==> config.mk <==
export PLATFORM = sky130hd
export DESIGN_NAME = tone_queue_player
export DESIGN_NICKNAME = d
export VERILOG_FILES = /design/src/design/tqp_pkg.sv /design/src/design/tqp_ctrl.sv /design/src/design/tqp_datapath.sv /design/src/design/tone_queue_player.sv
export SDC_FILE = /design/constraint.sdc
export NUM_CORES = 1
export LEC_CHECK = 0
export BUFFER_PORTS_ARGS = -buffer_cell sky130_fd_sc_hd__buf_4
export CORE_ASPECT_RATIO = 0.7
export CORE_UTILIZATION = 50
export DETAILED_ROUTE_END_ITERATION = 12
export GPL_TIMING_DRIVEN = 0
export MAX_ROUTING_LAYER = met4
export PLACE_DENSITY = 0.78
export SLEW_MARGIN = 25
export SYNTH_ARGS = -nofsm -noshare
export SYNTH_HDL_FRONTEND = slang
export SYNTH_HIERARCHICAL = 1
export SYNTH_SLANG_ARGS = --single-unit
==> constraint.sdc <==
create_clock -name clk -period 2.7 [get_ports clk]
set_clock_uncertainty 0.2 [all_clocks]
set_input_delay 0.135 -clock clk [delete_from_list [all_inputs] [get_ports clk]]
set_output_delay 0.135 -clock clk [all_outputs]
set_load 0.05 [all_outputs]
==> src/design/tqp_pkg.sv <==
// tone queue player package: payload structs, controller states, command codes
// and the control/status structs between controller and datapath
// no dependencies
`timescale 1ns / 1ps

package tqp_pkg;

  localparam int QUEUE_DEPTH_DEF = 4;
  localparam logic BEEP_ON_RST = 1'b1;  // beeping enabled out of reset

  localparam logic CMD_ENQUEUE = 1'b0;
  localparam logic CMD_TICK    = 1'b1;

  typedef struct packed {
    logic        command;
    logic [15:0] pitch;
    logic [15:0] duration;
  } in_item_t;

  typedef struct packed {
    logic [15:0] period;
    logic [14:0] compare;
  } out_item_t;

  typedef enum logic [1:0] {
    ST_IDLE,
    ST_READ,
    ST_POP
  } state_t;

  typedef struct packed {
    logic enq_we;   // store the accepted note if beeping is enabled
    logic cnt_dec;  // decrement the countdown
    logic pop;      // take the next note and load the result register
  } ctrl_cmd_t;

  typedef struct packed {
    logic cnt_zero;
    logic out_free;
  } dp_status_t;

endpackage

==> src/design/tqp_ctrl.sv <==
// tone queue player controller: accepts transactions and sequences the
// note pop through the queue memory read; uses tqp_pkg
`timescale 1ns / 1ps

module tqp_ctrl (
  input  logic               clk,
  input  logic               rst_n,
  input  logic               in_valid,
  input  logic               in_command,
  output logic               in_ready,
  input  tqp_pkg::dp_status_t status,
  output tqp_pkg::ctrl_cmd_t  cmd
);

  tqp_pkg::state_t state_r, state_nxt;
  logic accept;

  assign accept = in_valid && (state_r == tqp_pkg::ST_IDLE);

  always_ff @(posedge clk) begin
    if (!rst_n) begin
      state_r <= tqp_pkg::ST_IDLE;
    end else begin
      state_r <= state_nxt;
    end
  end

  always_comb begin
    state_nxt = state_r;
    unique case (state_r)
      tqp_pkg::ST_IDLE: begin
        if (accept && in_command == tqp_pkg::CMD_TICK && status.cnt_zero) begin
          state_nxt = tqp_pkg::ST_READ;
        end
      end
      tqp_pkg::ST_READ: begin
        state_nxt = tqp_pkg::ST_POP;
      end
      tqp_pkg::ST_POP: begin
        // hold until the result register can take the note
        if (status.out_free) begin
          state_nxt = tqp_pkg::ST_IDLE;
        end
      end
      default: begin
        state_nxt = tqp_pkg::ST_IDLE;
      end
    endcase
  end

  always_comb begin
    in_ready    = (state_r == tqp_pkg::ST_IDLE);
    cmd.enq_we  = accept && (in_command == tqp_pkg::CMD_ENQUEUE);
    cmd.cnt_dec = accept && (in_command == tqp_pkg::CMD_TICK) && !status.cnt_zero;
    cmd.pop     = (state_r == tqp_pkg::ST_POP) && status.out_free;
  end

endmodule

==> src/design/tqp_datapath.sv <==
// tone queue player datapath: note ring memory, pointers, countdown,
// beep enable register and result register; uses tqp_pkg
`timescale 1ns / 1ps

module tqp_datapath #(
  parameter int QUEUE_DEPTH = tqp_pkg::QUEUE_DEPTH_DEF
) (
  input  logic                clk,
  input  logic                rst_n,
  input  logic                cfg_we,
  input  logic                cfg_wdata,
  input  tqp_pkg::in_item_t   in_data,
  input  tqp_pkg::ctrl_cmd_t  cmd,
  output tqp_pkg::dp_status_t status,
  output logic                out_valid,
  input  logic                out_ready,
  output tqp_pkg::out_item_t  out_data
);

  localparam int PTR_W = $clog2(QUEUE_DEPTH);
  localparam logic [PTR_W-1:0] PTR_LAST = PTR_W'(QUEUE_DEPTH - 1);

  logic [31:0]      mem [QUEUE_DEPTH];  // {pitch, duration}
  logic [31:0]      rd_data_r;
  logic [PTR_W-1:0] wr_ptr_r, wr_ptr_nxt;
  logic [PTR_W-1:0] rd_ptr_r, rd_ptr_nxt;
  logic [15:0]      cnt_r, cnt_nxt;
  logic             beep_en_r;
  logic             out_valid_r;
  tqp_pkg::out_item_t out_data_r;

  logic             do_write;
  logic             empty;
  logic [15:0]      pop_period;
  logic [15:0]      pop_length;

  assign do_write = cmd.enq_we && beep_en_r;
  assign empty    = (rd_ptr_r == wr_ptr_r);

  // the ring has no full check: a write that catches the read pointer empties it
  assign wr_ptr_nxt = (wr_ptr_r == PTR_LAST) ? '0 : wr_ptr_r + 1'b1;
  assign rd_ptr_nxt = (rd_ptr_r == PTR_LAST) ? '0 : rd_ptr_r + 1'b1;

  assign pop_period = empty ? 16'd0 : rd_data_r[31:16];
  assign pop_length = empty ? 16'd0 : rd_data_r[15:0];

  always_comb begin
    cnt_nxt = cnt_r;
    priority if (cmd.pop) begin
      cnt_nxt = pop_length;
    end else if (cmd.cnt_dec) begin
      cnt_nxt = cnt_r - 16'd1;
    end
  end

  always_ff @(posedge clk) begin
    if (do_write) begin
      mem[wr_ptr_r] <= {in_data.pitch, in_data.duration};
    end
    rd_data_r <= mem[rd_ptr_r];
  end

  always_ff @(posedge clk) begin
    if (!rst_n) begin
      wr_ptr_r    <= '0;
      rd_ptr_r    <= '0;
      cnt_r       <= '0;
      beep_en_r   <= tqp_pkg::BEEP_ON_RST;
      out_valid_r <= 1'b0;
    end else begin
      if (cfg_we) begin
        beep_en_r <= cfg_wdata;
      end
      if (do_write) begin
        wr_ptr_r <= wr_ptr_nxt;
      end
      if (cmd.pop && !empty) begin
        rd_ptr_r <= rd_ptr_nxt;
      end
      cnt_r <= cnt_nxt;
      if (cmd.pop) begin
        out_valid_r <= 1'b1;
      end else if (out_ready) begin
        out_valid_r <= 1'b0;
      end
    end
  end

  always_ff @(posedge clk) begin
    if (cmd.pop) begin
      out_data_r.period  <= pop_period;
      out_data_r.compare <= pop_period[15:1];
    end
  end

  always_comb begin
    status.cnt_zero = (cnt_r == 16'd0);
    status.out_free = !out_valid_r || out_ready;
  end

  assign out_valid = out_valid_r;
  assign out_data  = out_data_r;

endmodule

==> src/design/tone_queue_player.sv <==
// tone queue player top level: buzzer note sequencer
// instantiates tqp_ctrl and tqp_datapath; uses tqp_pkg
`timescale 1ns / 1ps

// Buzzer note sequencer. An enqueue transaction stores a note (PWM period and
// duration in ticks) in a QUEUE_DEPTH-entry ring while beeping is enabled; the
// ring has no full check, so an overrun empties it. A tick transaction counts
// the countdown down, and when it is already zero pops the next note (or
// period 0 if the queue is empty) and emits the new period and compare =
// period/2; a note lasts duration+1 ticks. Enqueues and ticks that only count
// down are taken in ST_IDLE. A tick that pops is accepted in ST_IDLE, reads the
// note memory through its registered read in ST_READ and loads the result
// register in ST_POP once a previous result is taken, accepting nothing else
// meanwhile. The result register lets a new transaction be accepted while a result waits.
module tone_queue_player #(
  parameter int QUEUE_DEPTH = tqp_pkg::QUEUE_DEPTH_DEF
) (
  input  logic               clk,
  input  logic               rst_n,
  input  logic               cfg_we,
  input  logic               cfg_wdata,
  input  logic               in_valid,
  output logic               in_ready,
  input  tqp_pkg::in_item_t  in_data,
  output logic               out_valid,
  input  logic               out_ready,
  output tqp_pkg::out_item_t out_data
);

  tqp_pkg::ctrl_cmd_t  cmd;
  tqp_pkg::dp_status_t status;

  tqp_ctrl u_ctrl (
    .clk        (clk),
    .rst_n      (rst_n),
    .in_valid   (in_valid),
    .in_command (in_data.command),
    .in_ready   (in_ready),
    .status     (status),
    .cmd        (cmd)
  );

  tqp_datapath #(
    .QUEUE_DEPTH (QUEUE_DEPTH)
  ) u_datapath (
    .clk       (clk),
    .rst_n     (rst_n),
    .cfg_we    (cfg_we),
    .cfg_wdata (cfg_wdata),
    .in_data   (in_data),
    .cmd       (cmd),
    .status    (status),
    .out_valid (out_valid),
    .out_ready (out_ready),
    .out_data  (out_data)
  );

endmodule

==> results.md, run 1 <==
Die:
- The die width is 147 microns.
- The area of the placeable core is 14,100 sq um.
- The floorplan has 36 rows.
- The floorplan die height is 103 microns.
- Once the floorplan was initialized, standard cells occupied 52.0% of the core.
- The die covers 15,200 sq um.
- For this design the top-level I/O count stands at 72.

Timing:
- The worst path needs between 2 and 3 ns of the cycle, external delays included.
- Setup violations remaining at the end of the flow were counted as 0.
- The count of final hold-check violations is 0.
- The worst hold slack is 0.244 ns.
- The number of pins with negative max-slew slack in the final report is 0.
- Setup repair after global routing could not meet its margin everywhere.
- The peak clock frequency supported by timing is approximately 380 MHz.
- The max-slew headroom at the worst pin is between 40% and 50%.
- In the finished design, the share of the clock period the worst path needs comes to 97.9%.
- Adding up every negative setup slack in the final design gives 0 ns.
- At the pin with the least slew margin, the transition time is 0.880 ns.

Final layout:
- The number of antenna repair diodes is 0.
- The most common library cell in the layout ignoring fill and taps is sky130_fd_sc_hd__edfxtp_1.
- From synthesis to final layout, the design area changed by 26.5%.
- The final core utilization is between 60 and 70%.
- The post-layout net count is 602.
- The top cell types in the final layout, fill and taps aside, are sky130_fd_sc_hd__edfxtp_1, sky130_fd_sc_hd__buf_4, sky130_fd_sc_hd__dfxtp_1.
- The final instance area is 9300 sq um.
- Of the cells placed in the final design, the portion with a size suffix greater than 1 is approximately a third.

Worst setup path:
- Traced cell by cell, the critical path runs through or4_4, nor2_2, nand3_2, nor2_4, nor4_1, buf_4, buf_4, and4bb_2, nor3b_1, xnor2_1, a211oi_2.
- The worst setup path is launched from a flop.
- The capturing element type of the critical path is a flop.
- The critical path contains buffers and inverters numbering 2 combined.
- For the worst flop-to-flop path, the logic depth is 11.
- Among all stages on the critical path, the largest delay is contributed by sky130_fd_sc_hd__or4_4.
- The family of cells with the greatest summed delay on the critical path is simple AND/OR/NAND/NOR gates.
- The largest single stage delay on the critical path is ~0.56 ns.
- By instance count, the cell type seen most on the critical path is sky130_fd_sc_hd__buf_4.
- The worst-path maximum fanout is 9.
- Counting buffers and inverters, the worst setup path is 11 cells deep.
- For the worst setup path, the data required time is 2.79 ns.
- The data arrival at the endpoint of the critical path is ~2.7 ns.
- The critical path is of the reg2reg type.

Power and ir drop:
- Net switching is between 20% and 30% of the power.
- The static leakage power is ~0.0033 uW.
- The share of total power dissipated in combinational logic is between 20% and 30%.
- Cell internal power was estimated by the tool at 5520 uW.
- The peak supply drop is around 440 uV.
- The net switching power figure is roughly 2300 uW.
- The design draws between 7000 and 8000 uW.
- The power density relative to cell area is 836 nW/um^2.
- The share of total power in sequential cells is 48.4%.
- The clock share of power is about a third.

Synth:
- Synthesis produced a netlist whose cell count is 416.
- The mean post-synth cell area is ~18 sq um.
- In this run the biggest area consumer among cell types represents 58.8% of the synthesized area.
- Ranked by total cell area, the synthesized netlist is headed by sky130_fd_sc_hd__edfxtp_1, sky130_fd_sc_hd__dfxtp_1, sky130_fd_sc_hd__mux4_2.
- For this run, the number of Yosys warnings is 6.
- After synthesis, the netlist uses 46 different library cells.
- For this run, asynchronously set or reset flops after synthesis account for 0%.
- Summing every instance area after synthesis gives between 7000 and 8000 sq um.
- The number of flip-flops and latches in the synthesized netlist is 200.
- The most used flip-flop cell after synthesis is sky130_fd_sc_hd__edfxtp_1.
- The cell accounting for the most synthesized area is sky130_fd_sc_hd__edfxtp_1.
- When the netlist entered floorplanning its net count stood at 461.
- The number of flops mapped to enable cells by yosys is 144.
- The share of the yosys chip area belonging to registers is 74.0%.

CTS:
- The clock tree buffer depth is 2.
- The CTS tree is yes.
- The H-tree was split into 4 levels.
- The clock root buffer is sky130_fd_sc_hd__clkbuf_16.
- The total CTS buffers is 17.
- At the later pin of the worst-skew pair, clock insertion delay measures 0.43 ns.
- After clock tree synthesis, the clock-pin slew on the worst setup and hold paths is 0.08 ns.
- The tree built by TritonCTS fans out to 200 sinks.

Min path:
- Counting instances, the worst hold path has a depth of 2.
- In this run the worst hold path is classified as in2reg.

Drt:
- The met2 routed wirelength is 6970 microns.
- For this block, the initial DRC count from the detailed router was 301.
- The via count is 4,101.
- Signal routing reaches up to met4.
- For this run, design rule violations remaining after detail routing come to 0.
- The final layout contains routed wiring with a total length of 14,400 microns.
- In the final routing, the length of wire on met1 measures 6570 microns.
- Using the TritonRoute via totals, the vias-per-cell ratio works out to 5.40.
- The met3 routed wirelength is 684 microns.
- Dividing the detail-routed wire length by the instance count gives 19.0 microns.
- The count of TritonRoute iterations in the first routing pass is 5.
- The count of nets left with antenna violations after detail routing is 0.

Status:
- The run finished with clean final reports.

Global route:
- In the global route stage, overall resource usage came out at 20.7%.
- The global-route wire length before repair is between 20,000 and 25,000 microns.
- The via count of the first global-routing pass is between 4k and 5k.
- The total overflow reported by the global router is 0.
- The number of antenna violations at the first check in global routing came to 0.
- Entering global routing, the biggest net connects 25 pins.

Placed design:
- The number of I/O port buffers is 71.
- Detailed placement ended at an HPWL of 9110 microns.
- Once placement finished, the instance area stood at 8220 sq um.
- The congestion estimate from routability-driven global placement came to 0.821.

Run:
- The tool flagged a number of max-cap violations equal to 0.
synthesized netlist by cell type (5+ instances only):
library cell,instances
sky130_fd_sc_hd__and2_1,16
sky130_fd_sc_hd__xor2_1,7
sky130_fd_sc_hd__nor2_1,15
sky130_fd_sc_hd__a21oi_1,14
sky130_fd_sc_hd__ha_1,6
sky130_fd_sc_hd__buf_2,7
sky130_fd_sc_hd__buf_4,15
sky130_fd_sc_hd__mux4_2,32
sky130_fd_sc_hd__nand4_1,5
sky130_fd_sc_hd__a211oi_1,6
sky130_fd_sc_hd__nand3_1,6
sky130_fd_sc_hd__edfxtp_1,144
sky130_fd_sc_hd__xnor2_1,5
sky130_fd_sc_hd__nand2_1,13
sky130_fd_sc_hd__and3_1,5
sky130_fd_sc_hd__nor3_1,5
sky130_fd_sc_hd__dfxtp_1,56
sky130_fd_sc_hd__clkbuf_1,11
sky130_fd_sc_hd__inv_1,7
routing by layer:
metal	up-vias	track usage [%]
li1	1874	-
met1	2096	26.7
met2	115	32.3
met3	16	4.78
met4	0	8.01
met5	-	-
what timing repair did:
action                     CTS  global route
hold endpoints to repair   133             0
gates resized for setup      9            11
pin swaps                    4             5
gates cloned                 0             1
setup endpoints to repair    4            10
buffers inserted             4             1
hold buffers                41             0
per-stage QoR:
stage | cells | setup slack (ns)
after floorplan | 416 | 0.0422
after global placement | 677 | -0.501
after detailed placement | 681 | -0.357
after CTS | 758 | 0.00877
after global routing | 760 | -0.0730
final | 760 | 0.0570
area by class of cell:
type	instances	area (sq um)
buffer	33	194
clock buffer	17	425
clock inverter	15	151
fill	974	4840
inverter	8	30.0
multi-input combinational	176	1740
sequential	200	5460
tap	190	238
timing repair buffer	121	1060
sequential cells by signal (all words and copies together), names as in the netlist:
register	count
u_ctrl/state_r	2
u_datapath/beep_en_r	1
u_datapath/cnt_r	16
u_datapath/mem	128
u_datapath/out_data	16
u_datapath/out_valid	1
u_datapath/rd_data_r	32
u_datapath/rd_ptr_r	2
u_datapath/wr_ptr_r	2
power groups by stage:
stage          Combinational (uW)  Sequential (uW)  Clock, uW
2_1_floorplan                 907             3800          0
5_1_grt                      1710             3790       2630
3_5_place_dp                 1300             3790          0
4_1_cts                      1460             3740       2490
6_report                     1570             3760       2450
3_3_place_gp                 1270             3780          0
cell families (layout without fill, tap and decap cells):
group / Yosys count / in the layout / synth area share, %
DFF: 200 / 200 / 74.0
and+or+nand+nor: 85 / 86 / 7.11
buffers and inverters: 41 / 194 / 2.98
AOI/OAI and AO/OA: 38 / 38 / 3.37
muxes: 34 / 34 / 10.1
xor gates and xnor gates: 12 / 12 / 1.43
adders and majority gates: 6 / 6 / 1.02
path summary, 6_finish.rpt:
| check | start | endpoint | slack [ns] |
|---|---|---|---|
| worst max-delay path | u_datapath/cnt_r[11]$_SDFFE_PN0P_ | u_datapath/cnt_r[6]$_SDFFE_PN0P_ | 0.06 |
| worst min-delay path | in_data[20] | u_datapath/mem[1][20]$_DFFE_PP_ | 0.24 |
| worst max register to register | u_datapath/cnt_r[11]$_SDFFE_PN0P_ | u_datapath/cnt_r[6]$_SDFFE_PN0P_ | 0.06 |
| worst min register to register | u_datapath/rd_data_r[4]$_DFF_P_ | u_datapath/cnt_r[4]$_SDFFE_PN0P_ | 0.28 |
(Power assumes the default switching activity.)
==> inputs of run 2 (changes only) <==
--- a/config.mk
+++ b/config.mk
@@ -9,9 +9,10 @@
 export CORE_ASPECT_RATIO = 0.7
 export CORE_UTILIZATION = 50
 export DETAILED_ROUTE_END_ITERATION = 12
+export GPL_ROUTABILITY_DRIVEN = 0
 export GPL_TIMING_DRIVEN = 0
 export MAX_ROUTING_LAYER = met4
-export PLACE_DENSITY = 0.78
+export PLACE_DENSITY = 0.75
 export SLEW_MARGIN = 25
 export SYNTH_ARGS = -nofsm -noshare
 export SYNTH_HDL_FRONTEND = slang
==> constraint.sdc (replaced) <==
create_clock -name clk -period 3.05 [get_ports clk]
set_clock_uncertainty 0.2 [all_clocks]
set_input_delay 0.1525 -clock clk [delete_from_list [all_inputs] [get_ports clk]]
set_output_delay 0.1525 -clock clk [all_outputs]
set_load 0.05 [all_outputs]
==> run 2 against run 1 <==
Combinational power decreased by 20%. Sequential share of layout area decreased by 0.056 points. Hold slack got worse by 0.21 ns. Register-to-register slack improved by 0.097 ns. Clock power about the same. Clock-buffer cell count unchanged. Global-route usage decreased by 0.32 points. Sequential power decreased by 12%. First-iteration DRC count decreased by 1.7%. Die area unchanged. Maximum frequency decreased by 8.7%. Cell area decreased by 0.13%. Critical endpoint unchanged. Largest cell class unchanged.
==> results.md, run 2 (same netlist as run 1, synthesis figures left out) <==
Status:
- Outcome: finished clean (unchanged).

Final layout:
- The combined flip-flop and latch cell area is 5450 sq um (was 5460 sq um).
- The post-layout net count came to 596 (was 602).
- Largest registers ranked by flip-flop count: u_datapath/mem: 128 flops, u_datapath/rd_data_r: 32 flops (unchanged).
- Most frequent cells in the layout: sky130_fd_sc_hd__edfxtp_1, sky130_fd_sc_hd__buf_4, sky130_fd_sc_hd__dfxtp_1 (unchanged).
- The largest register by flop count is u_datapath/mem (unchanged).
- The area of the multi-input gates was 1700 sq um (was 1740 sq um).
- The fraction of layout cells with a size suffix above 1 was 31.4% (was 34.0%).
- The most common library cell in the layout ignoring fill and taps was sky130_fd_sc_hd__edfxtp_1 (unchanged).
- The number of antenna repair diodes is 0 (unchanged).
- The final instance area is 9290 sq um (was 9300 sq um).
- The number of inserted filler cells in the final layout is 953 (was 974).
- The signed area change from the synthesized netlist to the final layout is 26.3% (was 26.5%).
- The flip-flop count of the largest register, all copies and words added is 128 (unchanged).

Timing:
- The slew of the pin with the lowest slew margin is 0.779 ns (was 0.880 ns).
- The share of the clock period used by the worst path is 94.9% (was 97.9%).
- The count of endpoints failing setup in the final report was 0 (unchanged).
- The peak clock frequency supported by timing is 345 MHz (was 378 MHz).
- The post-layout minimum cycle time is 2.90 ns (was 2.64 ns).
- The max-slew headroom at the worst pin came to 47.4% (was 40.5%).
- The count of final hold-check violations is 0 (unchanged).
- The final setup TNS is 0 ns (unchanged).
- The number of pins with negative max-slew slack in the final report came to 0 (unchanged).

Placed design:
- The number of I/O port buffers is 71 (unchanged).
- The post-placement cell area is 8220 sq um (unchanged).
- The post-DP HPWL is 8760 microns (was 9110 microns).

CTS:
- The sink count of the clock tree is 200 (unchanged).
- The clock tree buffer depth was 2 (unchanged).
- The clock latency at the later pin of the worst-skew pair is 0.42 ns (was 0.43 ns).
- The total CTS buffers is 17 (unchanged).
- The clock-pin transition on the worst setup and hold timing paths is 0.07 ns (was 0.08 ns).
- The CTS tree is yes (unchanged).
- The clock root buffer is sky130_fd_sc_hd__clkbuf_16 (unchanged).
- The total number of H-tree levels came to 4 (unchanged).

Power and ir drop:
- The power density relative to cell area was 752 nW/um^2 (was 836 nW/um^2).
- The peak supply drop is 559 uV (was 443 uV).
- The static leakage power was 0.00331 uW (was 0.00330 uW).
- The total power consumption of the routed design is 6990 uW (was 7780 uW).

Global route:
- The via count of the first global-routing pass is 4,097 (was 4,176).
- The total overflow reported by the global router is 0 (unchanged).
- The global-route wire length before repair is 21,900 microns (was 22,100 microns).
- The number of antenna violations at the first check in global routing came to 0 (unchanged).
- The global-route usage over all layers is 20.3% (was 20.7%).
- The pin count of the biggest net entering global routing is 25 (unchanged).

Die:
- The die width was 147 microns (unchanged).
- The floorplan die height is 103 microns (unchanged).
- The area of the placeable core is 14,100 sq um (unchanged).
- The total die area was 15,200 sq um (unchanged).
- The I/O pin count is 72 (unchanged).
- The floorplan row count is 36 (unchanged).
- The starting density of the core is 52.0% (unchanged).

Drt:
- The total DRC errors in the routed layout is 0 (unchanged).
- The count of nets left with antenna violations after detail routing is 0 (unchanged).
- The count of TritonRoute iterations in the first routing pass is 4 (was 5).
- The total wire length after detailed routing was 13,700 microns (was 14,400 microns).
- The wire length per cell is 18.2 microns (was 19.0 microns).
- The mean number of vias per cell is 5.36 (was 5.40).
- The via count is 4,038 (was 4,101).
- The number of violations reported at the end of detailed-routing iteration 0 is 296 (was 301).

Worst setup path:
- The data required time at the worst endpoint is 3.18 ns (was 2.79 ns).
- The startpoint of the worst-slack reg-to-reg timing path is u_datapath/cnt_r[11]$_SDFFE_PN0P_ (unchanged).
- The capturing element type of the critical path is a flop (unchanged).
- The nature of the critical path startpoint is a flop (unchanged).
- The origin of the worst setup path is u_datapath/cnt_r[11]$_SDFFE_PN0P_ (unchanged).
- The worst-path maximum fanout is 9 (unchanged).
- The data arrival at the endpoint of the critical path is 3.03 ns (was 2.73 ns).
- The category of the critical setup timing path is reg2reg (unchanged).

Min path:
- The path type of the worst min-delay path is in2reg (unchanged).
- The beginning of the worst hold path was in_valid (was in_data[20]).

Run:
- The total of max-cap violations is 0 (unchanged).
-- run 2: power by group --
part / internal (uW) / total (uW) / switching, uW
registers: 3140 / 3310 / 169
clock network: 1410 / 2430 / 1020
logic: 543 / 1250 / 706
-- run 2: layer usage --
| layer | share of wire (%) | global-route usage, % | up-vias |
|---|---|---|---|
| met5 | 0 | - | - |
| met4 | 0.64 | 6.98 | 0 |
| met3 | 4.4 | 4.78 | 6 |
| met2 | 51 | 32.8 | 100 |
| met1 | 44 | 25.7 | 2059 |
| li1 | - | - | 1873 |
-- run 2: what timing repair did --
action	4_1_cts	5_1_grt
setup buffers	1	1
hold buffers	39	0
endpoints found under the setup margin	1	2
endpoints found under the hold margin	134	0
pin swaps	0	0
gates resized for setup	0	3
-- run 2: path summary, 6_finish.rpt --
kind / slack [ns] / cells after the start / to
setup / recovery: 0.15 / 11 / u_datapath/cnt_r[6]$_SDFFE_PN0P_
setup reg to reg: 0.15 / 11 / u_datapath/cnt_r[6]$_SDFFE_PN0P_
hold reg to reg: 0.28 / 2 / u_datapath/cnt_r[8]$_SDFFE_PN0P_
hold / removal: 0.03 / 4 / u_datapath/wr_ptr_r[1]$_SDFFE_PN0P_
-- run 2: final cells by class --
class                   instances  area share, %
plain buffers                  33           2.06
clock buffers                  17           4.58
clock inverters                15           2.53
inverters                       8          0.323
multi-input cells             175           18.3
flip-flops and latches        200           58.6
well taps                     190           2.56
repair buffers                116           11.0
-- run 2: metrics by stage --
step           util, %  instances  hold slack [ns]  setup WS (ns)
3_3_place_gp      57.5        677            0.152         -0.747
6_report          65.7        754           0.0340          0.154
2_1_floorplan        -        416           0.0514          0.224
5_1_grt           65.7        754           0.0466        -0.0162
4_1_cts           65.6        753           0.0104         0.0557
3_5_place_dp      58.1        681            0.156        -0.0337
-- run 2: worst max-delay path, stage by stage, from the launching register on --
cell and delay, ns:
sky130_fd_sc_hd__dfxtp_1 0.39, sky130_fd_sc_hd__or4_1 0.59, sky130_fd_sc_hd__nor2_1 0.12, sky130_fd_sc_hd__nand3_1 0.12, sky130_fd_sc_hd__nor2_1 0.22, sky130_fd_sc_hd__nor4_1 0.09, sky130_fd_sc_hd__buf_4 0.15, sky130_fd_sc_hd__buf_4 0.16
sky130_fd_sc_hd__and4bb_2 0.25, sky130_fd_sc_hd__nor3b_1 0.16, sky130_fd_sc_hd__xnor2_1 0.14, sky130_fd_sc_hd__a211oi_1 0.23
